### src/design/breath_noise_expander_unit_assert.svh
// ----------------------------------------------------------------------------
// Assertion macros for the breath noise expander unit.
// Each macro expects signals named clk and arst_n in the scope that uses it.
// ----------------------------------------------------------------------------
`ifndef BREATH_NOISE_EXPANDER_UNIT_ASSERT_SVH
`define BREATH_NOISE_EXPANDER_UNIT_ASSERT_SVH

// Consequent must hold in the same cycle as the antecedent.
`define BNE_ASSERT_SAME(lbl, ante, cons, msg) \
	lbl: assert property (@(posedge clk) disable iff (!arst_n) (ante) |-> (cons)) \
		else $error(msg);

// Consequent must hold in the cycle after the antecedent.
`define BNE_ASSERT_NEXT(lbl, ante, cons, msg) \
	lbl: assert property (@(posedge clk) disable iff (!arst_n) (ante) |=> (cons)) \
		else $error(msg);

`endif

### src/design/bne_pkg.sv
// ----------------------------------------------------------------------------
// bne_pkg
// Types, constants and lookup tables shared by the breath noise expander.
// ----------------------------------------------------------------------------
`timescale 1ns / 1ps
`default_nettype none

package bne_pkg;

	localparam int MAX_CHANNELS_DEF = 8;
	localparam int SAMPLE_BITS_DEF  = 24;

	localparam int CHAN_W    = 3;
	localparam int CFG_W     = 16;
	localparam int CFG_IDX_W = 4;
	localparam int AMT_W     = 16;

	typedef enum logic [CFG_IDX_W-1:0] {
		CFG_THR_LEVEL = 4'd0,
		CFG_CUT_DEPTH = 4'd1,
		CFG_RISE_COEF = 4'd2,
		CFG_FALL_COEF = 4'd3
	} cfg_idx_t;

	localparam logic signed [CFG_W-1:0] THRESHOLD_RST = -16'sd10240;
	localparam logic signed [CFG_W-1:0] REDUCTION_RST = -16'sd3072;

	typedef struct packed {
		logic signed [CFG_W-1:0] thr_level;
		logic signed [CFG_W-1:0] cut_depth;
		logic [CFG_W-1:0]        rise_coef;
		logic [CFG_W-1:0]        fall_coef;
	} cfg_t;

	// dB per octave in Q8.8 and octaves per dB in Q16.
	localparam logic [10:0] DB_PER_LOG2 = 11'd1541;
	localparam logic [13:0] LOG2_PER_DB = 14'd10885;

	typedef enum logic [3:0] {
		ST_IDLE,
		ST_READ,
		ST_ENV_MUL,
		ST_ENV_MAC,
		ST_ENV_FLR,
		ST_NORM,
		ST_DB,
		ST_AMT,
		ST_GDB,
		ST_X,
		ST_MANT,
		ST_PROD,
		ST_SHIFT,
		ST_OUT
	} state_t;

	// Fractional part of log2(1 + k/32) in Q16.
	function automatic logic [15:0] log2_lut(input logic [4:0] k);
		logic [15:0] v;
		case (k)
			5'd0:  v = 16'd0;
			5'd1:  v = 16'd2909;
			5'd2:  v = 16'd5732;
			5'd3:  v = 16'd8473;
			5'd4:  v = 16'd11136;
			5'd5:  v = 16'd13727;
			5'd6:  v = 16'd16248;
			5'd7:  v = 16'd18704;
			5'd8:  v = 16'd21098;
			5'd9:  v = 16'd23433;
			5'd10: v = 16'd25711;
			5'd11: v = 16'd27936;
			5'd12: v = 16'd30109;
			5'd13: v = 16'd32234;
			5'd14: v = 16'd34312;
			5'd15: v = 16'd36346;
			5'd16: v = 16'd38336;
			5'd17: v = 16'd40286;
			5'd18: v = 16'd42196;
			5'd19: v = 16'd44068;
			5'd20: v = 16'd45904;
			5'd21: v = 16'd47705;
			5'd22: v = 16'd49472;
			5'd23: v = 16'd51207;
			5'd24: v = 16'd52911;
			5'd25: v = 16'd54584;
			5'd26: v = 16'd56229;
			5'd27: v = 16'd57845;
			5'd28: v = 16'd59434;
			5'd29: v = 16'd60997;
			5'd30: v = 16'd62534;
			5'd31: v = 16'd64047;
			default: v = 16'd0;
		endcase
		return v;
	endfunction

	// 2^(k/32) in Q16, with one guard entry at the top.
	function automatic logic [17:0] exp2_lut(input logic [5:0] k);
		logic [17:0] v;
		case (k)
			6'd0:  v = 18'd65536;
			6'd1:  v = 18'd66971;
			6'd2:  v = 18'd68438;
			6'd3:  v = 18'd69936;
			6'd4:  v = 18'd71468;
			6'd5:  v = 18'd73032;
			6'd6:  v = 18'd74632;
			6'd7:  v = 18'd76266;
			6'd8:  v = 18'd77936;
			6'd9:  v = 18'd79642;
			6'd10: v = 18'd81386;
			6'd11: v = 18'd83169;
			6'd12: v = 18'd84990;
			6'd13: v = 18'd86851;
			6'd14: v = 18'd88752;
			6'd15: v = 18'd90696;
			6'd16: v = 18'd92682;
			6'd17: v = 18'd94711;
			6'd18: v = 18'd96785;
			6'd19: v = 18'd98905;
			6'd20: v = 18'd101070;
			6'd21: v = 18'd103284;
			6'd22: v = 18'd105545;
			6'd23: v = 18'd107856;
			6'd24: v = 18'd110218;
			6'd25: v = 18'd112631;
			6'd26: v = 18'd115098;
			6'd27: v = 18'd117618;
			6'd28: v = 18'd120194;
			6'd29: v = 18'd122825;
			6'd30: v = 18'd125515;
			6'd31: v = 18'd128263;
			6'd32: v = 18'd131072;
			default: v = 18'd131072;
		endcase
		return v;
	endfunction

endpackage

`default_nettype wire

### src/design/bne_state_mem.sv
// ----------------------------------------------------------------------------
// bne_state_mem
// Per-channel state memory with a registered read port and per-entry valid
// bits, so that an entry never written reads as zero.
// ----------------------------------------------------------------------------
`timescale 1ns / 1ps
`default_nettype none

module bne_state_mem #(
	parameter int DEPTH = bne_pkg::MAX_CHANNELS_DEF,
	parameter int AW    = 3,
	parameter int EW    = bne_pkg::SAMPLE_BITS_DEF
) (
	input  logic                      clk,
	input  logic                      arst_n,
	input  logic                      rd_en,
	input  logic [AW-1:0]             rd_addr,
	output logic [EW-1:0]             rd_env,
	output logic [bne_pkg::AMT_W-1:0] rd_amt,
	input  logic                      wr_en,
	input  logic [AW-1:0]             wr_addr,
	input  logic [EW-1:0]             wr_env,
	input  logic [bne_pkg::AMT_W-1:0] wr_amt
);

	localparam int DW = EW + bne_pkg::AMT_W;

	logic [DW-1:0]    mem_q [DEPTH];
	logic [DW-1:0]    rd_data_q;
	logic [DEPTH-1:0] vld_q;
	logic             rd_vld_q;

	always_ff @(posedge clk) begin
		if (wr_en) begin
			mem_q[wr_addr] <= {wr_env, wr_amt};
		end
		if (rd_en) begin
			rd_data_q <= mem_q[rd_addr];
		end
	end

	always_ff @(posedge clk or negedge arst_n) begin
		if (!arst_n) begin
			vld_q    <= '0;
			rd_vld_q <= 1'b0;
		end else begin
			if (wr_en) begin
				vld_q[wr_addr] <= 1'b1;
			end
			if (rd_en) begin
				rd_vld_q <= vld_q[rd_addr];
			end
		end
	end

	assign {rd_env, rd_amt} = rd_vld_q ? rd_data_q : '0;

endmodule

`default_nettype wire

### config.mk
export PLATFORM = sky130hd
export DESIGN_NAME = bne_state_mem
export DESIGN_NICKNAME = d
export VERILOG_FILES = /design/src/design/breath_noise_expander_unit_assert.svh /design/src/design/bne_pkg.sv /design/src/design/bne_state_mem.sv
export SDC_FILE = /design/constraint.sdc
export NUM_CORES = 1
export LEC_CHECK = 0
export BUFFER_PORTS_ARGS = -buffer_cell sky130_fd_sc_hd__buf_2
export CORE_MARGIN = 5
export CORE_UTILIZATION = 45
export CTS_BUF_LIST = sky130_fd_sc_hd__clkbuf_4 sky130_fd_sc_hd__clkbuf_8
export DETAILED_ROUTE_END_ITERATION = 12
export HOLD_SLACK_MARGIN = 0.15
export PLACE_DENSITY_LB_ADDON = 0.3
export SKIP_CTS_REPAIR_TIMING = 1
export SLEW_MARGIN = 10
export SYNTH_ARGS = -nofsm -noshare
export SYNTH_HDL_FRONTEND = slang
export SYNTH_SLANG_ARGS = --single-unit
### constraint.sdc
create_clock -name clk -period 2.25 [get_ports clk]
set_input_delay 0.675 -clock clk [delete_from_list [all_inputs] [get_ports clk]]
set_output_delay 0.675 -clock clk [all_outputs]
set_load 0.1 [all_outputs]
# Word-level counts from Yosys, hierarchy flattened
# Memories as Yosys holds them, arrays and structs flattened. A register that Yosys moved wholly into a read port is not among the register bits.
# Index checks and enable logic that the tools add are counted.
# totals
register_bits,9
ramBits,320
inputBits,50
out_inout_bits,40
elab_cells,15
mem_count,1
# mem_list
memory,words,word_bits,rd,rd_ports_with_merged_regs,write_ports,line,text
mem_q,8,40,1,1,1,bne_state_mem.sv:28,logic [DW-1:0] mem_q [DEPTH];
# classes
order_cmp,3
muxes,7
bitwise_logic,1
reduce_logical,1
# ops
cell,n
40-bit two-way mux,1
"3-bit by 4-bit < comparator with 1-bit output, second input constant",2
8-bit OR,1
1-bit two-way mux,4
1-bit binary-select mux with 3-bit select,1
1-bit demux with 3-bit select,1
"3-bit by 1-bit greater-or-equal comparator with 1-bit output, second input constant",1
1-bit logical AND,1

# Longest topological paths before layout
# logic_depth
depth_word,5
depth_mapped,5
depth_no_buf,3

# Least setup slack after synthesis
# OpenSTA, ideal clock, no wires.
# synth_path
kind,input to register
startpoint,in wr_addr[0]
endpoint,mem mem_q[0][0] in the netlist's numbering (enable)
setup_ns,0.489
arrival_time_ns,3.626
t_required_ns,1.761
setup_slack_ns,-1.864
path_stages,2
path_buffers,0
cell_sequence,nand2b_1 > nor3_1
# synth_rtl
item,line,text
start: declaration,bne_state_mem.sv:21,"input logic [AW-1:0] wr_addr,"
end: declaration,bne_state_mem.sv:28,
# Straight into the memory's write port.

# Worst setup path in the final report
# layout_path
startpoint,reg rd_vld_q
endpoint,out rd_env[23]
# layout_between
elab_chain_cells,1
# layout_rtl
item,line,text
start: declaration,bne_state_mem.sv:31,logic rd_vld_q;
start signal: assignment,bne_state_mem.sv:51,rd_vld_q <= vld_q[rd_addr];
40-bit two-way mux,bne_state_mem.sv:56,"assign {rd_env, rd_amt} = rd_vld_q ? rd_data_q : '0;"
end: declaration,bne_state_mem.sv:18,"output logic [EW-1:0] rd_env,"
# Every way passes these cells.

==> results by group <==
Critical path
  • Most Frequent Cell on Critical Path: buf_12
  • Worst EP required: 1.57 ns
  • Setup crit end: rd_env[23]
  • Register-to-register setup slack: 0.86 ns
  • Crit path from: rd_vld_q$_DFFE_PN0P_
  • Worst path cell trace: buf_12, clkbuf_16, and2_4, buf_12
  • FF-to-FF Start: mem_q[7][12]$_DFFE_PP_
  • CP top delay family: buffers and inverters
  • Crit start category: flip-flop
  • CP Data Arrival Time: 1.60 ns
  • Worst path slowest cell: dfrtp_2
  • Critical path class: reg2out
  • Worst reg2reg path endpoint: rd_data_q[12]$_DFFE_PP_
  • Crit Path Max Fanout: 7
  • Setup crit end kind: output pin
  • R2R depth: 2
  • Largest stage delay, worst path: 0.41 ns
  • WP buf/inv: 3
  • Crit path depth: 4

Floorplanning
  • Cell Rows: 64
  • Die area: 34500 µm²
  • Vert. Die Dim: 186 µm
  • I/O pin total: 90
  • Die Span X: 186 µm
  • Initial core utilization: 45.5%
  • Core ar.: 30500 µm²

Finish
  • Design Area, Final: 17100 µm²
  • Commonest non-fill, non-tap cell in the layout: edfxtp_1
  • Nets: 792
  • Reg area: 11000 µm²
  • Layout Utilization: 55.9%
  • Area grow syn2layout: 22.9%
  • Multi-input gate area: 2860 µm²
  • Share of cells above drive strength 1: 49.9%
  • Commonest cells after routing, fill and taps aside: 360 x edfxtp_1, 81 x mux4_2, 61 x clkbuf_8
  • Filler cells: 2235
  • Non-filler cells, final: 1181

CTS
  • H-tree depth: 2
  • Cts bufs inserted: 57
  • Clock tree sinks: 369
  • Clock root buffer: clkbuf_8
  • Clock transition at the registers of the reported paths: 0.06 ns
  • Max clock buf depth: 3
  • Clock latency reported for the late side of the worst-skew pair: 0.56 ns
  • CTS tree: done

Routing
  • DR vias: 6208
  • Routed length on met3: 1.98 mm
  • Routed WL: 27.2 mm
  • WL met2: 13.8 mm
  • DR DRC count: 0
  • Via density: 5.26
  • Metal-1 WL: 11.0 mm
  • Remaining antenna violation count: 0
  • Iteration-0 DRC Markers: 339
  • Count of TritonRoute iterations in the first routing pass: 4
  • Drt wl/cell: 23.0 µm
  • Max layer used: met5

Placed design
  • Placed inst area: 15800 µm²
  • DP HPWL: 15.5 mm
  • Pre-CTS setup slack: 0.0626 ns
  • Placed Cells: 1074
  • GP Congestion: 0.705
  • PortBufs: 89

Run status
  • Outcome: finished, violations left
  • Failing checks: setup timing

Timing
  • Fmax: 440 MHz
  • Min Tclk post-route: 2.28 ns
  • Final TNS setup: -0.396 ns
  • Final setup fails: 29
  • RSZ-0062 raised after global routing: true
  • Max-slew violations: 0
  • Hold Fails Final Rpt: 0
  • Worst Tran Pin Value: 0.364 ns
  • Max transition margin: 75.7%
  • Clock Skew: 0.0132 ns
  • Final WS setup: -0.0252 ns
  • Fin crit share: 101%

Min path
  • Min-Delay Path Class: in2reg

Synth
  • Synth warn: 0
  • Mapped cell area: 13900 µm²
  • Synth Register Bits: 369
  • Avg Inst Size Synth: 23.8 µm²
  • Syn Nets: 634
  • Cells after synthesis: 584
  • Synth unique cells: 17
  • Seq/Total Area, Yosys: 79.5%

Global route
  • Total GRT Usage: 16.0%
  • Gr ovfl total: 0
  • Vias in the first global route: 6908
  • Initial antenna violation count: 3
  • Largest net degree at the start of global routing: 42
  • Global-route wire length before repair: 41.1 mm

Pwr
  • Pleak: 5.75 nW
  • PD cells: 882 nW/µm²
  • Peak supply drop: 0.668 mV

Run
  • Max Cap Viol: 0
[power breakdown]
part	internal [mW]	total (mW)	switching, mW	leakage (nW)
sequential	7.84	7.91	0.0694	3.38
clock	2.85	5.22	2.37	0.585
combinational	0.799	1.92	1.12	1.78
total	11.5	15.1	3.56	5.75
[Yosys cell counts]
master,count,area (µm²)
nor2_1,6,22.5
or2_2,8,50.1
mux4_2,81,1820
nand2b_1,3,18.8
inv_1,1,3.75
buf_6,6,67.6
nand2_1,2,7.51
nor3_1,2,10.0
buf_12,1,20.0
edfxtp_1,360,10800
clkbuf_1,16,60.1
mux2_2,40,450
buf_2,3,15.0
dfrtp_1,9,225
and2_1,40,250
mux2i_1,5,50.1
buf_1,1,3.75
[worst min path at each step]
| stage | startpoint | endpoint | depth (start not counted) |
|---|---|---|---|
| floorplan | arst_n | rd_vld_q$_DFFE_PN0P_ | 0 |
| global placement | vld_q[3]$_DFFE_PN0P_ | vld_q[3]$_DFFE_PN0P_ | 1 |
| detailed placement | vld_q[4]$_DFFE_PN0P_ | vld_q[4]$_DFFE_PN0P_ | 1 |
| CTS | arst_n | rd_vld_q$_DFFE_PN0P_ | 1 |
| global route | wr_env[23] | mem_q[3][39]$_DFFE_PP_ | 1 |
| finish | wr_env[20] | mem_q[0][36]$_DFFE_PP_ | 1 |
[flip-flops by register name, summed over array words and instances (netlist names)]
register	count
rd_data_q	40
mem_q	320
rd_vld_q	1
vld_q	8
[cell type report]
cell class                 count  area share, %
clock inverter                25          0.784
inverter                       1         0.0220
sequential                   369           64.7
antenna                        1         0.0147
timing repair buffer         126           9.31
clock buffer                  76           5.58
multi-input combinational    187           16.7
tap                          396           2.90
[through the flow]
stage / total power [mW] / hold slack, ns
2_1_floorplan: 9.14 / 0.379
3_3_place_gp: 9.85 / 0.452
3_5_place_dp: 9.89 / 0.453
4_1_cts: 15.1 / -0.0813
5_1_grt: 15.6 / 0.342
6_report: 15.1 / 0.375
[layer usage]
metal / GRT usage, % / vias up
met5: 0 / -
met4: 4.20 / 6
met3: 3.73 / 45
met2: 26.9 / 203
met1: 21.4 / 3210
li1: - / 2744
[kinds of logic (layout without fill, tap and decap cells)]
kind of cell	Yosys count	in the layout	share of synthesized area [%]
buffers and inverters	28	228	1.23
flip-flops	369	369	79.5
multiplexers	126	126	16.7
AND/OR/NAND/NOR	61	61	2.59
other	0	1	0
(Power assumes the default switching activity.)
