--- config.mk ---
export PLATFORM = sky130hd
export DESIGN_NAME = bne_cfg_regs_flat
export DESIGN_NICKNAME = d
export VERILOG_FILES = /design/src/design/breath_noise_expander_unit_assert.svh /design/src/design/bne_pkg.sv /design/src/design/bne_if.sv /design/src/design/bne_cfg_regs.sv /design/src/flat_wrapper.sv
export SDC_FILE = /design/constraint.sdc
export NUM_CORES = 1
export LEC_CHECK = 0
export BUFFER_PORTS_ARGS = -buffer_cell sky130_fd_sc_hd__buf_2
export CORE_UTILIZATION = 49
export DETAILED_ROUTE_END_ITERATION = 16
export GPL_TIMING_DRIVEN = 0
export PLACE_DENSITY = 0.82
export SLEW_MARGIN = 15
export SYNTH_ARGS = -nofsm -noshare
export SYNTH_HDL_FRONTEND = slang
export SYNTH_SLANG_ARGS = --single-unit
--- constraint.sdc ---
create_clock -name clk -period 0.9 [get_ports clk]
set_input_delay 0.18 -clock clk [delete_from_list [all_inputs] [get_ports clk]]
set_output_delay 0.18 -clock clk [all_outputs]
set_load 0.03 [all_outputs]
--- src/design/breath_noise_expander_unit_assert.svh ---
// ----------------------------------------------------------------------------
// Assertion macros for the breath noise expander unit.
// Each macro expects signals named clk and arst_n in the scope that uses it.
// ----------------------------------------------------------------------------
`ifndef BREATH_NOISE_EXPANDER_UNIT_ASSERT_SVH
`define BREATH_NOISE_EXPANDER_UNIT_ASSERT_SVH

// Consequent must hold in the same cycle as the antecedent.
`define BNE_ASSERT_SAME(lbl, ante, cons, msg) \
	lbl: assert property (@(posedge clk) disable iff (!arst_n) (ante) |-> (cons)) \
		else $error(msg);

// Consequent must hold in the cycle after the antecedent.
`define BNE_ASSERT_NEXT(lbl, ante, cons, msg) \
	lbl: assert property (@(posedge clk) disable iff (!arst_n) (ante) |=> (cons)) \
		else $error(msg);

`endif

--- src/design/bne_pkg.sv ---
// ----------------------------------------------------------------------------
// bne_pkg
// Types, constants and lookup tables shared by the breath noise expander.
// ----------------------------------------------------------------------------
`timescale 1ns / 1ps
`default_nettype none

package bne_pkg;

	localparam int MAX_CHANNELS_DEF = 8;
	localparam int SAMPLE_BITS_DEF  = 24;

	localparam int CHAN_W    = 3;
	localparam int CFG_W     = 16;
	localparam int CFG_IDX_W = 4;
	localparam int AMT_W     = 16;

	typedef enum logic [CFG_IDX_W-1:0] {
		CFG_THR_LEVEL = 4'd0,
		CFG_CUT_DEPTH = 4'd1,
		CFG_RISE_COEF = 4'd2,
		CFG_FALL_COEF = 4'd3
	} cfg_idx_t;

	localparam logic signed [CFG_W-1:0] THRESHOLD_RST = -16'sd10240;
	localparam logic signed [CFG_W-1:0] REDUCTION_RST = -16'sd3072;

	typedef struct packed {
		logic signed [CFG_W-1:0] thr_level;
		logic signed [CFG_W-1:0] cut_depth;
		logic [CFG_W-1:0]        rise_coef;
		logic [CFG_W-1:0]        fall_coef;
	} cfg_t;

	// dB per octave in Q8.8 and octaves per dB in Q16.
	localparam logic [10:0] DB_PER_LOG2 = 11'd1541;
	localparam logic [13:0] LOG2_PER_DB = 14'd10885;

	typedef enum logic [3:0] {
		ST_IDLE,
		ST_READ,
		ST_ENV_MUL,
		ST_ENV_MAC,
		ST_ENV_FLR,
		ST_NORM,
		ST_DB,
		ST_AMT,
		ST_GDB,
		ST_X,
		ST_MANT,
		ST_PROD,
		ST_SHIFT,
		ST_OUT
	} state_t;

	// Fractional part of log2(1 + k/32) in Q16.
	function automatic logic [15:0] log2_lut(input logic [4:0] k);
		logic [15:0] v;
		case (k)
			5'd0:  v = 16'd0;
			5'd1:  v = 16'd2909;
			5'd2:  v = 16'd5732;
			5'd3:  v = 16'd8473;
			5'd4:  v = 16'd11136;
			5'd5:  v = 16'd13727;
			5'd6:  v = 16'd16248;
			5'd7:  v = 16'd18704;
			5'd8:  v = 16'd21098;
			5'd9:  v = 16'd23433;
			5'd10: v = 16'd25711;
			5'd11: v = 16'd27936;
			5'd12: v = 16'd30109;
			5'd13: v = 16'd32234;
			5'd14: v = 16'd34312;
			5'd15: v = 16'd36346;
			5'd16: v = 16'd38336;
			5'd17: v = 16'd40286;
			5'd18: v = 16'd42196;
			5'd19: v = 16'd44068;
			5'd20: v = 16'd45904;
			5'd21: v = 16'd47705;
			5'd22: v = 16'd49472;
			5'd23: v = 16'd51207;
			5'd24: v = 16'd52911;
			5'd25: v = 16'd54584;
			5'd26: v = 16'd56229;
			5'd27: v = 16'd57845;
			5'd28: v = 16'd59434;
			5'd29: v = 16'd60997;
			5'd30: v = 16'd62534;
			5'd31: v = 16'd64047;
			default: v = 16'd0;
		endcase
		return v;
	endfunction

	// 2^(k/32) in Q16, with one guard entry at the top.
	function automatic logic [17:0] exp2_lut(input logic [5:0] k);
		logic [17:0] v;
		case (k)
			6'd0:  v = 18'd65536;
			6'd1:  v = 18'd66971;
			6'd2:  v = 18'd68438;
			6'd3:  v = 18'd69936;
			6'd4:  v = 18'd71468;
			6'd5:  v = 18'd73032;
			6'd6:  v = 18'd74632;
			6'd7:  v = 18'd76266;
			6'd8:  v = 18'd77936;
			6'd9:  v = 18'd79642;
			6'd10: v = 18'd81386;
			6'd11: v = 18'd83169;
			6'd12: v = 18'd84990;
			6'd13: v = 18'd86851;
			6'd14: v = 18'd88752;
			6'd15: v = 18'd90696;
			6'd16: v = 18'd92682;
			6'd17: v = 18'd94711;
			6'd18: v = 18'd96785;
			6'd19: v = 18'd98905;
			6'd20: v = 18'd101070;
			6'd21: v = 18'd103284;
			6'd22: v = 18'd105545;
			6'd23: v = 18'd107856;
			6'd24: v = 18'd110218;
			6'd25: v = 18'd112631;
			6'd26: v = 18'd115098;
			6'd27: v = 18'd117618;
			6'd28: v = 18'd120194;
			6'd29: v = 18'd122825;
			6'd30: v = 18'd125515;
			6'd31: v = 18'd128263;
			6'd32: v = 18'd131072;
			default: v = 18'd131072;
		endcase
		return v;
	endfunction

endpackage

`default_nettype wire

--- src/design/bne_if.sv ---
// ----------------------------------------------------------------------------
// bne interfaces
// Sample, result and configuration channels of the breath noise expander.
// ----------------------------------------------------------------------------
`timescale 1ns / 1ps
`default_nettype none


interface bne_cfg_if;
	logic                          valid;
	logic                          ready;
	logic [bne_pkg::CFG_IDX_W-1:0] index;
	logic [bne_pkg::CFG_W-1:0]     data;

	modport source(output valid, index, data, input ready);
	modport sink(input valid, index, data, output ready);
endinterface

`default_nettype wire

--- src/design/bne_cfg_regs.sv ---
// ----------------------------------------------------------------------------
// bne_cfg_regs
// Configuration register file; writes to unknown indexes are dropped.
// ----------------------------------------------------------------------------
`timescale 1ns / 1ps
`default_nettype none

module bne_cfg_regs (
	input  logic          clk,
	input  logic          arst_n,
	bne_cfg_if.sink       cfg,
	output bne_pkg::cfg_t regs
);

	bne_pkg::cfg_t regs_q;

	assign cfg.ready = 1'b1;
	assign regs      = regs_q;

	always_ff @(posedge clk or negedge arst_n) begin
		if (!arst_n) begin
			regs_q.thr_level <= bne_pkg::THRESHOLD_RST;
			regs_q.cut_depth <= bne_pkg::REDUCTION_RST;
			regs_q.rise_coef <= '0;
			regs_q.fall_coef <= '0;
		end else if (cfg.valid) begin
			case (bne_pkg::cfg_idx_t'(cfg.index))
				bne_pkg::CFG_THR_LEVEL: regs_q.thr_level <= $signed(cfg.data);
				bne_pkg::CFG_CUT_DEPTH: regs_q.cut_depth <= $signed(cfg.data);
				bne_pkg::CFG_RISE_COEF: regs_q.rise_coef <= cfg.data;
				bne_pkg::CFG_FALL_COEF: regs_q.fall_coef <= cfg.data;
				default: ;
			endcase
		end
	end

endmodule

`default_nettype wire

--- src/flat_wrapper.sv ---
// flat-port wrapper written by rule: the top's interface ports become plain ports
module bne_cfg_regs_flat 
  (clk, arst_n, regs, cfg_valid, cfg_index, cfg_data, cfg_ready);
  bne_cfg_if cfg_i ();
  input  logic clk;
  input  logic arst_n;
  output bne_pkg::cfg_t regs;
  input wire logic [$bits(cfg_i.valid)-1:0] cfg_valid;
  input wire logic [$bits(cfg_i.index)-1:0] cfg_index;
  input wire logic [$bits(cfg_i.data)-1:0] cfg_data;
  output wire logic [$bits(cfg_i.ready)-1:0] cfg_ready;
  assign cfg_i.valid = cfg_valid;
  assign cfg_i.index = cfg_index;
  assign cfg_i.data = cfg_data;
  assign cfg_ready = cfg_i.ready;
  bne_cfg_regs u_core (.clk(clk), .arst_n(arst_n), .cfg(cfg_i), .regs(regs));
endmodule
Word level (Yosys, flattened, before mapping)
Index checks and enable logic that the tools add are counted.

storage, ports and cells
  logic and storage cells = 12
  register bits = 64
  output and inout bits = 65
  bits of input ports = 23

operators by class
  equal/unequal tests = 3
  reductions and logical operators = 5

operator list
  kind                  number
  $eq A4 B2 Y1 const B  2
  $reduce_and A2 Y1     4
  $eq A4 B1 Y1 const B  1
  $logic_not A4 Y1      1

Depth between registers and ports, before layout
Gate-level depths: netlist (run 1).

  word-level depth = 2
  gate-level depth with buffers = 5
  depth with buffers taken out = 3

Least setup slack after synthesis (run 1)
No wires, ideal clock.

  path type = input port to flip-flop
  from = input cfg_index[1]
  to = register u_core.regs_q, in the netlist u_core.regs[0]
  slack = -398 ps
  setup time = 125 ps
  stages = 4
  data required time = 775 ps
  data arrival time = 1,174 ps
  cell sequence = nand2_1 nor4b_4 buf_6 mux2_2

on the way
  cells in the longest elaborated chain, start to end = 2

ends and longest elaborated chain
  element                             RTL line            source
  from (decl)                         flat_wrapper.sv:9   input wire logic [$bits(cfg_i.index)-1:0] cfg_index;
  $eq A4 B2 Y1                        bne_cfg_regs.sv:27  case (bne_pkg::cfg_idx_t'(cfg.index))
  $reduce_and A2 Y1 (no source line)  n/a
  to (decl)                           bne_cfg_regs.sv:15  bne_pkg::cfg_t regs_q;

No other way between the ends.
A chain may end at the register's enable or synchronous reset.

Final worst setup path (run 1)
  from = register u_core.regs_q, in the netlist u_core.regs[44]
  to = output regs[44] (netlist name)

RTL lines
  element    RTL line           source
  to (decl)  flat_wrapper.sv:7  output bne_pkg::cfg_t regs;

No word-level cell between the ends.

==> results of run 1 <==
## synthesized netlist by cell type
cell | instances | area [µm²]
and2b_1 | 2 | 15.01
buf_2 | 2 | 10.01
buf_4 | 1 | 7.510
buf_6 | 3 | 33.78
conb_1 | 1 | 3.750
dfrtp_1 | 55 | 1376
dfstp_2 | 9 | 236.5
mux2_2 | 64 | 720.7
nand2_1 | 1 | 3.750
nand2_2 | 1 | 6.260
nand3_2 | 1 | 10.01
nor2_1 | 1 | 3.750
nor3_2 | 1 | 10.01
nor4b_4 | 1 | 23.77
## repair_timing
item,in CTS,in global routing
setup buffers,35,26
endpoints found under the setup margin,116,121
gates cloned,3,0
gates resized for setup,170,13
hold endpoints to repair,55,0
pin swaps,3,4
## metal layers
| layer | wire length (µm) | part of all wire [%] |
|---|---|---|
| met5 | 0 | 0 |
| met4 | 355 | 3.9 |
| met3 | 486 | 5.3 |
| met2 | 4934 | 54 |
| met1 | 3316 | 36 |
## per-stage QoR
step | setup TNS (ns) | util [%] | hold slack [ns]
after floorplan | -14.87 | - | -0.1156
after global placement | -59.82 | 66.30 | 0.4550
after detailed placement | -30.80 | 66.35 | 0.3037
after CTS | -13.20 | 89.02 | -0.05813
after global routing | -17.88 | 92.78 | -0.01764
final | -16.03 | 92.78 | -0.08699
## final cells by class
type / instances / area share, %
plain buffers: 6 / 2.113
well taps: 67 / 1.888
repair buffers: 142 / 31.90
flip-flops and latches: 64 / 36.32
clock inverters: 4 / 1.014
clock buffers: 12 / 3.269
multi-input cells: 73 / 23.44
diodes: 1 / 0.05635
## cell families after synthesis
kind of cell           Yosys count  share of synthesized area, %
muxes                           64                         29.28
DFF                             64                         65.53
buffers and inverters            6                         2.084
other                            1                        0.1524
and+or+nand+nor                  8                         2.948
## power groups by stage
stage               Sequential [mW]  Clock (mW)  Combinational [mW]
global route                   4.29        2.71                5.26
floorplan                      5.37           0               0.876
finish                         4.26        2.57                5.09
global placement               4.00           0                3.15
detailed placement             4.01           0                3.22
CTS                            4.12        2.44                4.56
## worst max-delay path by stage
stage	from	endpoint	slack (ns)	cells after the start
6_report	u_core.regs[44]	regs[44]	-0.33	1
5_1_grt	u_core.regs[44]	regs[44]	-0.36	1
4_1_cts	u_core.regs[63]	regs[63]	-0.30	1
3_5_place_dp	cfg_index[3]	u_core.regs[5]	-0.76	4
3_3_place_gp	cfg_index[3]	u_core.regs[15]	-0.70	4
2_1_floorplan	cfg_index[3]	u_core.regs[0]	-0.37	3
==> flow_results.org, run 1 <==
** Outcome
- Result of the run :: finished with violations
- Failing checks :: negative hold slack, negative setup slack

** Power
- Internal power :: between 7 and 8 mW
- Dividing total power by cell area gives a power density of 2683 nW/µm².
- In this run, the combinational gates consume approximately 43% of the power.
- The analysis attributes to cell leakage a power of ~2.2 nW.
- Share of total power consumed by net switching :: approximately 35%
- Worst-case vdd ir drop :: around 1.9 mV
- The clock network burns a little over a fifth of the power.
- Overall power consumption :: 11.91 mW
- Summed over all nets, the switching power comes to 4.224 mW.
- Registers are responsible for 35.7% of the overall power.

** Setup path
- For flop-to-flop paths, the worst setup slack is -0.13 ns.
- STA classifies the critical path endpoint as an output port.
- Reg-to-reg critical path endpoint :: u_core.regs[29]
- The startpoint identified for the worst register-to-register timing path is u_core.regs[29].
- Worst reg-to-reg path cell count :: 3
- Slowest Stage Delay on Critical Path :: 0.57 ns
- Among all stages on the critical path, the largest delay is contributed by dfstp_2.
- Dominant delay contributor by cell family on the critical path :: flip-flops
- Traced cell by cell, the critical path runs through buf_6.
- Crit Path Category :: flip-flop to output port
- Buffers plus inverters on the worst setup path :: 1
- For the worst setup path, the data arrival time is approximately 1.1 ns.
- Worst EP required :: just over 0.7 ns
- The worst setup path is launched from a flip-flop.
- Maximum fanout along the worst path :: 2

** STA
- Across all hold checks on the routed design, the worst slack comes to -0.08699 ns.
- Max frequency :: between 800 and 900 MHz
- The hold violation count in the final report came to 55.
- Across all setup checks in the final design, the least slack found is -0.3343 ns.
- The final critical path takes up 137.1% of the cycle.
- Transition time at the pin with the least slew margin :: just under 0.8 ns
- The smallest clock period supported by the final layout is computed as between 1 and 1.5 ns.
- The number of max-slew violations in the final report was 0.
- Setup repair after global routing could not meet its margin everywhere.
- On the final layout, the worst clock skew is 0 ns.
- Final setup violating endpoints :: 115
- The worst pin sits at a relative slew slack of between 40 and 50%.

** Yosys
- After synthesis, the mean cell area works out to between 15 and 20 µm².
- After synthesis the cells add up to 2461 µm².
- Post-synthesis net count :: 166
- Syn Inst Count :: about 140
- Synth warnings :: 0
- In this run, synthesis produced a sequential element count of between 60 and 70.
- After synthesis, flip-flops and latches occupy roughly 66% of the total area.
- The netlist uses 14 different library cells.

** Floorplanning
- Number of cell rows :: 25
- Once the floorplan was initialized, standard cells occupied between 50% and 60% of the core.
- Overall die height :: around 73 µm
- The die is about 73 µm wide.
- a little under 90 I/O pins were placed.
- Die area :: between 5000 and 6000 µm²
- The core region is 4786 µm².

** Clock tree
- H-tree levels :: 3
- The longest clock path from root to sink contains 2 buffers.
- The clock drives 64 sinks.
- Clk slew on worst S/H paths :: 0.08 ns
- TritonCTS clock tree :: built
- In this run the clock root is driven by a clkbuf_8.
- Num CTS Buffers :: 9
- Clock latency on the worst-skew pair, taken at its later pin, is around 0.34 ns.

** Drt
- Final routed wirelength across all metal layers :: 9092 µm
- Using the TritonRoute via totals, the vias-per-cell ratio works out to approximately 5.3.
- Routed len/inst :: 24.64 µm
- The routed layout has slightly below 2,000 vias.
- For this block, the initial DRC count from the detailed router was roughly 160.
- DRC violation count after routing :: 0
- Number of nets with antenna violations after detailed routing :: 0
- The first detailed-routing pass took 4 iterations.

** Layout
- Fill cell instance count of the final layout :: around 150
- The finished cells cover roughly 4400 µm².
- Final standard cell count with taps included and fillers excluded :: 369
- The area growth from synthesis to layout is 80.43%.
- The register with the most flip-flops in the layout has between 60 and 70 of them.
- Most frequent cells in the layout :: 81 x buf_6, 55 x mux2_4, 55 x dfrtp_1
- The post-route netlist has 80.07% of its cells at a drive strength greater than 1.
- Sequential cell area :: roughly 1600 µm²
- In the final layout, the multi-input gates occupy approximately 1000 µm².
- Leaving out fill and tap cells, the most frequent cell in the layout is buf_6.
- Total number of nets in the final design :: ~320

** Run
- Across the run, the number of max-cap violations was 0.

** Placed design
- Before CTS, the worst setup slack after placement is -0.7617 ns.
- Post-DP HPWL :: approximately 3500 µm
- During placement, the flow inserted port buffers numbering 86.
- Standard cell area after detailed placement :: around 3200 µm²
- Instance count after placement with tap cells included :: 296
- RD Place Congestion :: 0.7700

** Global route
- Entering global routing, the biggest net connects 65 pins.
- The first global-routing pass estimated 11,410 µm of wire.
- Across every metal layer, demand over resource in global routing totals 30.56%.
- GR Layer Usage met3 :: under 10%
- Number of antenna violations at the first check in global routing :: 1
- After global routing the overflow that remains totals 0.
- Gr busiest metal :: met2
- In the global route stage, met2 resource usage came out at between 50% and 60%.
- The via count of the first global-routing pass was 2,069.
- Global routing used a little over a third of the available met1 tracks.

** Min path
- The tightest min-delay check is of the primary input to async pin type.
No activity file was read; power rests on OpenSTA's default activity.
==> inputs of run 2 (changes only) <==
--- a/config.mk
+++ b/config.mk
@@ -6,10 +6,11 @@
 export NUM_CORES = 1
 export LEC_CHECK = 0
 export BUFFER_PORTS_ARGS = -buffer_cell sky130_fd_sc_hd__buf_2
-export CORE_UTILIZATION = 49
+export CORE_UTILIZATION = 51
+export CTS_BUF_LIST = sky130_fd_sc_hd__clkbuf_4 sky130_fd_sc_hd__clkbuf_8
 export DETAILED_ROUTE_END_ITERATION = 16
 export GPL_TIMING_DRIVEN = 0
-export PLACE_DENSITY = 0.82
+export PLACE_DENSITY = 0.85
 export SLEW_MARGIN = 15
 export SYNTH_ARGS = -nofsm -noshare
 export SYNTH_HDL_FRONTEND = slang
==> run 2 against run 1 <==
The flow now stops in global routing. Synthesized area unchanged. Synthesized cell count unchanged.
==> flow_results.org, run 2 <==
** Yosys
- Synthesized-area fraction occupied by and/or/nand/nor cells :: 2.949% (unchanged)
- Share of flip-flops with an asynchronous set or reset after synthesis :: 100.0% (unchanged)
- EDFF count, synth :: 0 (unchanged)
- Post-Synthesis Cell Area :: 2461 µm² (unchanged)
- The count of warnings emitted by yosys is 0 (unchanged).
- The multiplexer fraction of the synthesized cell area was 29.28% (unchanged).
- Area leader, netlist :: dfrtp_1 (unchanged)
- The count of different cell masters after synthesis came to 14 (unchanged).
- Primary flip-flop cell chosen by synthesis mapping :: dfrtp_1 (unchanged)
- The xor and xnor fraction of the mapped netlist area is 0% (unchanged).
- Most used standard cells in the synthesized netlist: 64 x mux2_2, 55 x dfrtp_1, 9 x dfstp_2 (unchanged).
- The most used standard cell by instance count after synthesis was mux2_2 (unchanged).
- The part of the Yosys area used for sequential elements was 65.53% (unchanged).
- The dominant combinational cell family by area after synthesis is multiplexers (unchanged).
- The net count of the mapped netlist was 166 (unchanged).
- The share of synthesized cell area in full adder, half adder and majority cells is 0% (unchanged).
- The number of synthesized register bits is 64 (unchanged).
- The average footprint of a synthesized cell is 17.21 µm² (unchanged).
- The synthesized-area fraction occupied by ao, oa, aoi and oai cells was 0% (unchanged).
- Leading cell types by total area after synthesis :: dfrtp_1 56%, mux2_2 29%, dfstp_2 9.6%, buf_6 1.4%, nor4b_4 0.97% (unchanged)
- The area share of the leading cell type in the synthesized netlist was 55.92% (unchanged).
- Syn Inst Count :: 143 (unchanged)

** Placed design
- The number of buffers inserted by port buffering is 86 (unchanged).
- Standard cell area after detailed placement :: 3157 µm² (was 3176 µm²)
- Worst setup timing slack at the placement stage :: -0.7334 ns (was -0.7617 ns)
- The placer's final routability congestion estimate came to 0.6907 (was 0.7700).
- Instance count after placement with tap cells included :: 281 (was 296)
- The half-perimeter wire length of the detailed placement result came to 3427 µm (was 3458 µm).

** Outcome
- It got as far as global routing and failed there.
- Result of the run :: did not finish (was finished with violations)
- First error :: [ERROR DPL-0038] Utilization greater than 100%, impossible to legalize

** Clock tree
- The number of clock sinks was 64 (unchanged).
- The cell at the root of the clock tree is clkbuf_8 (unchanged).
- The worst-case clock buffer depth was 2 (unchanged).
- H-tree levels :: 3 (unchanged)
- The CTS buffer count is 9 (unchanged).

** Floorplanning
- The total I/O pin count was 88 (unchanged).
- Overall die height :: 71.47 µm (was 72.87 µm)
- The number of rows created at floorplan was 24 (was 25).
- Die width :: 71.47 µm (was 72.87 µm)
- Initial Utilization :: 54.64% (was 51.42%)

** STA
- Worst EP post-GRT repair :: regs[45]
- After the last repair the worst path ends at an output port.

** Global route
- Pin count of the biggest net entering global routing :: between 60 and 70
-- run 2: cell families after synthesis --
group	after synthesis
other	1
buffers and inverters	6
and+or+nand+nor	8
DFF	64
muxes	64
-- run 2: per-stage QoR --
stage / util (%) / TNS [ns]
after detailed placement: 70.08 / -30.51
after floorplan: - / -14.87
after CTS: 95.36 / -13.16
after global placement: 70.03 / -61.70
-- run 2: what timing repair did --
action                     4_1_cts
setup endpoints to repair      116
resized for setup              167
setup buffers                   38
pin swaps                        4
gates cloned                     3
hold endpoints to repair        55
==> inputs of run 3 (changes only) <==
--- a/config.mk
+++ b/config.mk
@@ -6,11 +6,10 @@
 export NUM_CORES = 1
 export LEC_CHECK = 0
 export BUFFER_PORTS_ARGS = -buffer_cell sky130_fd_sc_hd__buf_2
-export CORE_UTILIZATION = 51
-export CTS_BUF_LIST = sky130_fd_sc_hd__clkbuf_4 sky130_fd_sc_hd__clkbuf_8
+export CORE_UTILIZATION = 40
 export DETAILED_ROUTE_END_ITERATION = 16
 export GPL_TIMING_DRIVEN = 0
-export PLACE_DENSITY = 0.85
+export PLACE_DENSITY_LB_ADDON = 0.15
 export SLEW_MARGIN = 15
 export SYNTH_ARGS = -nofsm -noshare
 export SYNTH_HDL_FRONTEND = slang
==> run 3 against run 2 <==
The flow now finishes, with violations (negative hold slack, negative setup slack).
==> flow_results.org, run 3 (same netlist as run 1, synthesis figures left out) <==
** Outcome
- Result of the run: finished with violations (was did not finish).
- Failing checks :: negative hold slack, negative setup slack

** STA
- Final setup violating endpoints :: around 110
- Worst-case hold slack :: -0.2571 ns
- Hold Vio Cnt, Final :: 19
- Final clock period utilization by the worst path :: 132.0%
- The routed design could run at a clock period as short as 1.188 ns.
- RSZ-0062 raised after global routing :: true
- Pins Over Slew Limit :: 0
- Derived from the worst setup path, the maximum achievable clock frequency is between 800 and 900 MHz.
- Setup slack on the critical path of the routed design comes to -0.2882 ns.
- On the final layout, the worst clock skew is 0 ns.

** Drt
- Routed len/inst :: 17.35 µm
- The routed design has 6435 µm of wire.
- The routed layout has approximately 1,700 vias.
- For this run, design rule violations remaining after detail routing come to 0.
- Before antenna repair, the detailed router went through 4 iterations.
- Number of nets with antenna violations after detailed routing :: 0
- After detailed routing, the number of vias per cell comes to ~4.7.
- First DRT Iteration DRCs :: between 80 and 90

** Global route
- The first global-routing pass estimated 9825 µm of wire.
- Number of antenna violations at the first check in global routing :: 0
- Entering global routing, the biggest net connects 43 pins.
- Global routing finished with a remaining overflow of 0.
- The via count of the first global-routing pass came to approximately 1,800.
- Global routing consumed, over all layers together, a little over a fifth of the routing resources.

** Layout
- Layout cells sized above 1 :: between 70% and 80%
- The sequential cells in the finished layout cover a total of between 1500 and 2000 µm².
- Area overhead of the layout relative to synthesis :: 79.72%
- Antenna Diode Count :: 0
- The layout has about 360 filler cells.
- Leaving out fill and tap cells, the most frequent cell in the layout is buf_6.
- Largest register FFs :: 64
- After routing the design area is between 4000 and 5000 µm².
- The top cell types in the final layout, fill and taps aside, are 74 x buf_6, 55 x dfrtp_1, 54 x mux2_4.
- Summing all multi-input logic gate instances after layout gives between 1000 and 1500 µm².
- Total number of nets in the final design :: 314

** Power
- The analysis attributes to cell leakage a power of 2.213 nW.
- In this run the power density over the cells is around 2600 nW/µm².
- Worst-case vdd ir drop :: 1.375 mV
- Power comes to between 10 and 15 mW.

** Setup path
- Worst Setup Start Kind :: flip-flop
- In this design, the largest share of critical-path delay is due to flip-flops.
- Worst EP required :: about 0.7 ns
- On the critical path, the stage with the largest delay is an instance of dfstp_2.
- Buffers plus inverters on the worst setup path :: 1
- By startpoint and endpoint, the worst setup path is classified as flip-flop to output port.
- Sequence of cells on the critical path :: buf_6
- At the worst endpoint, the arrival time is 1.01 ns.
- For this run, the slowest stage of the critical path takes ~0.55 ns.
- The worst setup path is captured at an output port.
- Maximum fanout along the worst path :: 2

** Clock tree
- Clock Sinks :: 64 (unchanged)
- TritonCTS clock tree :: built
- CTS root buffer :: clkbuf_8 (unchanged)
- After clock tree synthesis, the clock-pin slew on the worst setup and hold paths is 0.07 ns.
- The level count of the clock H-tree came to 3 (unchanged).
- The worst-case clock buffer depth is 2 (unchanged).
- Worst-Skew Late Latency :: 0.33 ns
- The CTS buffer count was 9 (unchanged).

** Placed design
- Post-DP HPWL :: 3497 µm (was 3427 µm)
- Standard cell area after detailed placement :: 3206 µm² (was 3157 µm²)
- The number of buffers inserted by port buffering is 86 (unchanged).
- The placer's final routability congestion estimate was 0.6558 (was 0.6907).

** Floorplanning
- The number of rows created at floorplan was 28 (was 24).
- Placeable Area :: just under 6000 µm²
- The horizontal die dimension was 80.44 µm (was 71.47 µm).
- Initial Utilization :: 41.57% (was 54.64%)
- Die area :: 6471 µm²
- The vertical extent of the die was 80.44 µm (was 71.47 µm).
- Num ports :: 88 (unchanged)

** Run
- Max cap viols :: 0

** Min path
- Worst Hold Class :: primary input to async pin
==> run 3: final cells by class <==
cell class                      count  area share (%)
Sequential cell                    64           36.46
Timing Repair Buffer              138           31.57
Multi-Input combinational cell     73           23.45
Clock buffer                       14           3.678
Tap cell                           75           2.122
Buffer                              5           1.867
Clock inverter                      2          0.8487
==> run 3: what timing repair did <==
item	CTS	global route
setup endpoints to repair	116	127
gates cloned	3	0
endpoints found under the hold margin	19	19
resized for setup	164	16
pin swaps	3	3
buffers inserted	41	12
==> run 3: routing by layer <==
layer	track usage, %	up-vias	wire length (µm)
met5	0	-	0
met4	6.964	0	36
met3	5.000	4	240
met2	33.81	51	3243
met1	28.97	883	2914
li1	-	801	-
==> run 3: path summary, 6_finish.rpt <==
path | start | end | slack (ns) | depth (start not counted)
max in group asynchronous | arst_n | u_core.regs[47] | 0.57 | 2
min | arst_n | u_core.regs[58] | -0.26 | 1
min in group clk | cfg_data[3] | u_core.regs[51] | 0.13 | 2
max | u_core.regs[62] | regs[62] | -0.29 | 1
max reg2reg | u_core.regs[29] | u_core.regs[29] | -0.11 | 3
min reg2reg | u_core.regs[37] | u_core.regs[37] | 0.53 | 1
==> run 3: through the flow <==
| step | util (%) | hold WS [ns] | TNS (ns) | worst slack [ns] | instances |
|---|---|---|---|---|---|
| floorplan | - | -0.1156 | -14.87 | -0.3684 | 143 |
| global placement | 53.76 | 0.4602 | -66.27 | -0.7620 | 304 |
| detailed placement | 54.14 | 0.09748 | -31.41 | -0.7531 | 305 |
| CTS | 73.44 | -0.2642 | -15.02 | -0.3102 | 365 |
| global route | 74.70 | -0.2482 | -16.87 | -0.3298 | 371 |
| finish | 74.70 | -0.2571 | -13.62 | -0.2882 | 371 |
==> run 3: report_power, final <==
part	internal, mW	total (mW)	switching, mW
clock	1.44	2.51	1.07
sequential	3.62	4.14	0.519
combinational	2.63	4.79	2.15
total	7.69	11.4	3.74
==> inputs of run 4 (changes only) <==
--- a/config.mk
+++ b/config.mk
@@ -14,3 +14,4 @@
 export SYNTH_ARGS = -nofsm -noshare
 export SYNTH_HDL_FRONTEND = slang
 export SYNTH_SLANG_ARGS = --single-unit
+export TNS_END_PERCENT = 5
==> constraint.sdc (replaced) <==
create_clock -name clk -period 0.9 [get_ports clk]
set_input_delay 0.18 -clock clk [delete_from_list [all_inputs] [get_ports clk]]
set_output_delay 0.18 -clock clk [all_outputs]
set_load 0.05 [all_outputs]
==> run 4 against run 3 <==
The run ends with negative setup slack left. Routed wire length decreased by 16%. Core utilization down 10 points. Power is 1.5% higher. Final cell count shrank 13%. Combinational power grew 5.0%. Critical path depth unchanged. Clock power shrank 2%. Global-route usage decreased by 2.6 points. First-iteration DRC count fell by 44%. Die area stayed put. Sequential power hardly changed.
==> flow_results.org, run 4 (same netlist as run 1, synthesis figures left out) <==
** Layout
- The fraction of final layout cells sized beyond drive strength 1 is 75.50% (was 79.73%).
- The commonest non-fill, non-tap cell in the layout is buf_6 (unchanged).
- The count of nets after finishing came to 267 (was 314).
- Fill cell instance count of the final layout :: 450 (was 364)
- Antenna Diode Count :: 0 (unchanged)
- Fraction of the core area covered by cells at the end of the flow :: 64.43% (was 74.70%)
- The number of flip-flops in the largest register is 64 (unchanged).
- Area of all placed cells without fillers :: 3815 µm² (was 4423 µm²)
- Most frequent cells in the layout: 61 x buf_6, 55 x dfrtp_1, 48 x mux2_2 (was 74 x buf_6, 55 x dfrtp_1, 54 x mux2_4).
- Area overhead of the layout relative to synthesis :: 55.01% (was 79.72%)

** Drt
- DRC violation count after routing :: 0 (unchanged)
- Final routed wirelength across all metal layers :: 5427 µm (was 6435 µm)
- The per-cell routed wire length was 16.75 µm (was 17.35 µm).
- Via density per instance :: 4.886 (was 4.687)
- The post-detailed-route count of antenna-violating nets was 0 (unchanged).
- The violation count after the first detailed-route iteration came to 46 (was 82).
- Total via count after detailed routing :: 1,583 (was 1,739)
- Drt pass-1 iters :: 3 (was 4)

** Global route
- Congestion Overflow GR :: 0 (unchanged)
- All-layer global routing usage :: 18.76% (was 21.41%)
- The via count of the first global-routing pass is 1,659 (was 1,825).
- The maximum number of pins on one net before global-route repair was 51 (was 43).
- The first-pass GRT wire length was 8811 µm (was 9825 µm).
- Number of antenna violations at the first check in global routing :: 0 (unchanged)

** Clock tree
- Num CTS Buffers :: 9 (unchanged)
- Worst-Skew Late Latency :: 0.32 ns (was 0.33 ns)
- The CTS clock-pin slew for the worst setup and hold paths is 0.07 ns (about the same).
- The number of clock sinks was 64 (unchanged).
- H-tree levels :: 3 (unchanged)
- Number of buffers on the longest clock path :: 2 (unchanged)
- TritonCTS clock tree :: built (unchanged)
- CTS root buffer :: clkbuf_8 (unchanged)

** STA
- RSZ-0062 raised after global routing :: true (unchanged)
- Setup WS post-layout :: -0.2994 ns (was -0.2882 ns)
- Max frequency :: 833.7 MHz (was 841.6 MHz)
- Pins Over Slew Limit :: 0 (unchanged)
- The smallest hold slack is 0.1291 ns (was -0.2571 ns).
- Post-route minimum period :: 1.199 ns (was 1.188 ns)
- Final clock period utilization by the worst path :: 133.3% (was 132.0%)
- The hold violation count in the final report was 0 (was 19).
- Final setup violating endpoints :: 113 (was 106)
- Setup clock skew after layout :: 0 ns (unchanged)

** Run
- Max cap viols :: 0 (unchanged)

** Setup path
- Dominant delay contributor by cell family on the critical path :: flip-flops (unchanged)
- Slowest cell on the critical path :: dfstp_2 (unchanged)
- Crit Path Category :: flip-flop to output port (unchanged)
- Sequence of cells on the critical path: buf_8 (was buf_6).
- The critical path endpoint category is an output port (unchanged).
- Endpoint arrival time on the critical path :: 1.02 ns (was 1.01 ns)
- Slowest Stage Delay on Critical Path :: 0.55 ns (about the same)
- Worst EP required :: 0.72 ns (about the same)
- The highest net fanout along the worst path came to 2 (unchanged).
- The element type at the critical path start was a flip-flop (unchanged).
- Buffers plus inverters on the worst setup path :: 1 (unchanged)

** Floorplanning
- The area of the core region was 5921 µm² (unchanged).
- Die area :: 6471 µm² (unchanged)
- Number of cell rows :: 28 (unchanged)
- The starting density of the core is 41.57% (unchanged).
- Die width :: 80.44 µm (unchanged)
- Overall die height :: 80.44 µm (unchanged)
- Num ports :: 88 (unchanged)

** Power
- Worst-case vdd ir drop :: 1.547 mV (was 1.375 mV)
- The power density normalized to cell area came to 3042 nW/µm² (was 2585 nW/µm²).
- Cell leakage power :: 1.799 nW (was 2.213 nW)

** Outcome
- Failing checks: negative setup slack (was negative hold slack, negative setup slack).
- Result of the run :: finished with violations (unchanged)

** Placed design
- The half-perimeter wire length of the detailed placement result was 3459 µm (was 3497 µm).
- The number of buffers inserted by port buffering is 86 (unchanged).
- Worst setup timing slack at the placement stage :: -0.7651 ns (was -0.7531 ns)
- The cell area reported after detailed placement is 3027 µm² (was 3206 µm²).
- RD Place Congestion :: 0.6765 (was 0.6558)

** Min path
- Worst Hold Class :: primary input to flip-flop (was primary input to async pin)
run 4: routing by layer:
metal / track usage [%] / up-vias / wire (µm)
li1: - / 704 / -
met1: 23.50 / 823 / 2267
met2: 30.68 / 51 / 2833
met3: 5.000 / 5 / 278
met4: 7.500 / 0 / 48
met5: 0 / - / 0
run 4: area by class of cell:
class / count / area (µm²) / area share [%]
sequential: 64 / 1613 / 42.28
multi-input combinational: 73 / 879.6 / 23.06
timing repair buffer: 90 / 948.4 / 24.86
clock buffer: 13 / 158.9 / 4.165
clock inverter: 3 / 40.04 / 1.050
tap: 75 / 93.84 / 2.460
buffer: 6 / 81.33 / 2.132
run 4: power breakdown:
part | internal, mW | switching [mW]
Sequential | 3.62 | 0.498
Combinational | 2.01 | 3.03
Clock | 1.42 | 1.02
run 4: worst paths after layout:
check / end / start / slack (ns) / cells after the start
setup / recovery: regs[60] / u_core.regs[60] / -0.30 / 1
min in group asynchronous: u_core.regs[1] / arst_n / 0.25 / 2
hold / removal: u_core.regs[24] / cfg_data[8] / 0.13 / 2
max in group asynchronous: u_core.regs[45] / arst_n / 0.08 / 3
setup reg to reg: u_core.regs[33] / u_core.regs[33] / 0.11 / 1
hold reg to reg: u_core.regs[50] / u_core.regs[50] / 0.53 / 1
run 4: what timing repair did:
action / 4_1_cts / 5_1_grt
hold endpoints to repair: 14 / 0
hold buffers: 1 / 0
resized for setup: 167 / 4
setup endpoints to repair: 121 / 116
pin swaps: 4 / 2
gates cloned: 1 / 0
setup buffers: 1 / 0
run 4: stage by stage:
step | power, mW | TNS (ns) | cells
final | 11.60 | -15.24 | 324
after CTS | 11.69 | -16.59 | 324
after floorplan | 7.025 | -15.55 | 143
after global routing | 12.10 | -19.30 | 324
after detailed placement | 8.020 | -35.14 | 305
after global placement | 7.942 | -69.13 | 304
